**src/hdl/mlc_div.sv**
```systemverilog
// ----------------------------------------------------------------------------
// mlc_div
// Pipelined restoring divider, one quotient bit per stage.
// ----------------------------------------------------------------------------
module mlc_div #(
  parameter int NW = 36,
  parameter int DW = 15,
  parameter int QW = 21
) (
  input  logic          clk_i,
  input  logic          en_i,
  input  logic [NW-1:0] num_i,
  input  logic [DW-1:0] den_i,
  output logic [QW-1:0] quo_o
);

  logic [DW-1:0] rem_q [0:QW-1];
  logic [QW-1:0] low_q [0:QW-1];
  logic [DW-1:0] den_q [0:QW-1];

  for (genvar s = 0; s < QW; s++) begin : g_stage
    logic [DW-1:0] rem_in;
    logic [QW-1:0] low_in;
    logic [DW-1:0] den_in;
    logic [DW:0]   trial;
    logic          ge;

    if (s == 0) begin : g_first
      assign rem_in = DW'(num_i[NW-1:QW]);
      assign low_in = num_i[QW-1:0];
      assign den_in = den_i;
    end else begin : g_next
      assign rem_in = rem_q[s-1];
      assign low_in = low_q[s-1];
      assign den_in = den_q[s-1];
    end

    assign trial = {rem_in, low_in[QW-1]};
    assign ge    = trial >= {1'b0, den_in};

    always_ff @(posedge clk_i) begin
      if (en_i) begin
        rem_q[s] <= ge ? DW'(trial - {1'b0, den_in}) : DW'(trial);
        low_q[s] <= {low_in[QW-2:0], ge};
        den_q[s] <= den_in;
      end
    end
  end

  assign quo_o = low_q[QW-1];

endmodule

```
**config.mk**
```make
export PLATFORM = sky130hd
export DESIGN_NAME = mlc_div
export DESIGN_NICKNAME = d
export VERILOG_FILES = /design/src/hdl/mlc_div.sv
export SDC_FILE = /design/constraint.sdc
export NUM_CORES = 2
export LEC_CHECK = 0
export ABC_AREA = 0
export ABC_CLOCK_PERIOD_IN_PS = 5000
export BUFFER_PORTS_ARGS = -buffer_cell sky130_fd_sc_hd__buf_2
export CAP_MARGIN = 20
export CORE_MARGIN = 2
export CORE_UTILIZATION = 60
export CTS_CLUSTER_DIAMETER = 30
export DETAILED_ROUTE_END_ITERATION = 16
export PLACE_DENSITY = 0.76
export SYNTH_ARGS = -nofsm -noshare
export SYNTH_HDL_FRONTEND = slang
export SYNTH_SLANG_ARGS = --single-unit
```
**constraint.sdc**
```tcl
create_clock -name clk_i -period 5 [get_ports clk_i]
set_clock_uncertainty 0.2 [all_clocks]
set_input_delay 0.25 -clock clk_i [delete_from_list [all_inputs] [get_ports clk_i]]
set_output_delay 0.25 -clock clk_i [all_outputs]
set_load 0.03 [all_outputs]
```
==> impl_metrics.tcl <==
set metrics [dict create \
    ys_seq_elements 1041 \
    synth_edf_count 1041 \
    dp_slack_ps 1151 \
    synthTopCellsByArea "edfxtp_1, ha_1, a21oi_1, inv_1, mux2_2" \
    htree_levels 4 \
    end_kind "register" \
    ios 74 \
    ys_types 79 \
    placed_cells 4931 \
    cpMaxStageDelayCell "a2111oi_0" \
    fin_nets 4535 \
    crit_path_end "rem_q[2][5]" \
    grt_pass1_wl_um 154100 \
    rows 105 \
    clk_latency_ps 780 \
    root_buffer "clkbuf_16" \
    status "finished clean" \
    synth_mux_area_frac 0.03235 \
    synth_compound_area_frac 0.1130 \
    cts_buffer_depth 3 \
    max_stage_delay_ps 550 \
    synthTopCellsByCount "edfxtp_1, inv_1, ha_1" \
    r2r-end "rem_q[2][5]" \
    grt_start_max_net_pins 148 \
    rrSetupSlack_ps 1130 \
    fp.dieH_um 292.2 \
    cp-startpoint "rem_q[1][53]" \
    cts_tree "done" \
    synth_top_area_frac 0.6275 \
    synthXorXnorAreaFrac 0.03393 \
    cts.sink_count 1041 \
    path_cells "ha_1 -> a21o_1 -> o21bai_1 -> a221oi_1 -> o21ai_0 -> a2111oi_0 -> o21a_1 -> inv_1 -> mux2_2" \
    rr_startpoint "rem_q[1][53]" \
    die_width_um 292.2 \
    grt_use_total 0.2246 \
    worst_slack_ps 1131 \
    synth_cells 3809 \
    ys_seq_area_frac 0.6275 \
    drc 0 \
    ys.flop_type "edfxtp_1" \
    path_max_fanout 10 \
    yosysWarnings 0 \
    cap_violations 0 \
    async_flop_share 0 \
    post_cts_resized 0 \
    layout-drive-gt1-share 0.1369 \
    vias 30721 \
    cts_buffers 196 \
    power_density_nw_per_um2 655.2 \
    io_buffers 73 \
    required_ps 5300 \
    clk_pin_slew_ps 50 \
    fmax_mhz 258.5 \
    dieArea_um2 85350 \
    arrival_ps 4170 \
    routed_wl_um 93940 \
    final_cell_count_no_fill 5388 \
    rsz0062_at_grt "no" \
    globalplace.congestion 0.8857 \
    start_util 0.6068 \
    start_kind "register" \
    hpwl_um 62460 \
    grt_pass1_vias 30688 \
    drt_first_iter_violations 2429 \
    antenna_found_initial 1 \
    post_drt_wl_per_cell_um 17.43 \
    synth-simple-area-share 0.07210 \
    postRouteAntennaNets 0 \
    p_leak_nw 23.63 \
    hold_viol 0 \
    worst_pin_slew_ps 880.5 \
    syn_nets 4197 \
    viasPerCell 5.702 \
    hold_class "in2reg" \
    area_delta_synth_final_pct 18.97 \
    firstDrtPassIters 5 \
    synth_top_area_cell "edfxtp_1" \
    period_share 0.7738 \
    reg2reg_depth 9 \
    tns_ps 0 \
    core_area_um2 82110 \
    post-route-min-period_ps 3869 \
    ir_drop_v 0.0004047 \
    avgSynthCellArea_um2 13.08 \
    final-max-slew-violation-count 0 \
    slew_headroom 0.4111 \
    finalSetupViolations 0 \
    grt-ovfl-total 0 \
    yosysMostFrequentCell "edfxtp_1" \
    synthAdderAreaFrac 0.08715 \
    hold_depth 2 \
    synth_top_family_by_area "compound AO/OA/AOI/OAI gates" \
    worstSetupPathType "reg2reg" \
    syn_area_um2 49820 \
]
critical path, delay by kind of cell, from the launching register on:
family | cells | cell delay [ps]
compound gates | 6 | 2070
fa+ha+maj | 1 | 400
flops | 1 | 390
mux | 1 | 330
buf+inv | 1 | 230
sequential cells by signal, indices dropped and copies added (netlist names):
signal and cells:
den_q 300, low_q 441, rem_q 300
how the worst min path moves through the flow:
| stage | startpoint | end | slack, ps |
|---|---|---|---|
| finish | num_i[16] | low_q[0][17] | 50 |
| global route | num_i[16] | low_q[0][17] | 50 |
| CTS | den_i[1] | den_q[0][1] | 20 |
| detailed placement | low_q[0][36] | low_q[0][58] | 200 |
| global placement | low_q[4][8] | low_q[4][30] | 200 |
| floorplan | den_i[0] | den_q[0][0] | 150 |
what timing repair did:
| item | in CTS | in global routing |
|---|---|---|
| hold endpoints to repair | 128 | 0 |
| hold buffers | 88 | 0 |
| buffers inserted | 0 | 0 |
per-layer routing:
| layer | global-route usage | wire length, um | vias up |
|---|---|---|---|
| met2 | 0.3735 | 45730 | 858 |
| met3 | 0.04019 | 4582 | 222 |
| met4 | 0.09127 | 2899 | 0 |
| li1 | - | - | 14960 |
| met5 | 0 | 0 | - |
| met1 | 0.2939 | 40730 | 14681 |
layout by cell type (no fill, tap or decap), types with 63 or more instances in the layout:
cell and instances:
edfxtp_1 1041, inv_1 393, ha_1 315, a21oi_1 294, nor2_1 234, o21ai_0 221
clkbuf_16 197, nand2_1 181, xnor2_1 118, mux2_2 116, a21o_1 93, dlygate4sd3_1 88
xor2_1 75, buf_2 72, nor2b_1 63
metrics by stage:
stage / instance area (um2) / hold slack, ps / utilization / power (mW)
finish: 59270 / 50.99 / 0.7218 / 38.84
CTS: 59270 / 20.49 / 0.7218 / 38.98
global placement: 51690 / 200.3 / 0.6295 / 25.26
floorplan: 49820 / 148.9 / - / 22.68
global route: 59270 / 52.18 / 0.7218 / 41.14
detailed placement: 51690 / 204.5 / 0.6295 / 25.63
final cells by class:
cell class / count / area [um2]
fillers: 5307 / 22840
diodes: 1 / 2.502
repair buffers: 196 / 1607
clock buffers: 212 / 4986
flip-flops and latches: 1041 / 31260
inverters: 393 / 1475
multi-input cells: 2319 / 16890
clock inverters: 156 / 1709
well taps: 1070 / 1339
power breakdown:
part	switching (mW)	total (mW)	leakage, nW	internal (mW)
Clock	4.66	13.0	3.21	8.38
Combinational	6.93	12.6	10.3	5.70
Sequential	0.924	13.2	10.2	12.2
Total	12.5	38.8	23.6	26.3
cell families after synthesis:
kind of cell,after synthesis
adder cells (fa/ha/maj),335
buffers and inverters,449
AND/OR/NAND/NOR,749
flip-flops,1041
multiplexers,143
AO/OA/AOI/OAI,899
XOR/XNOR,193
(Power assumes the default switching activity.)
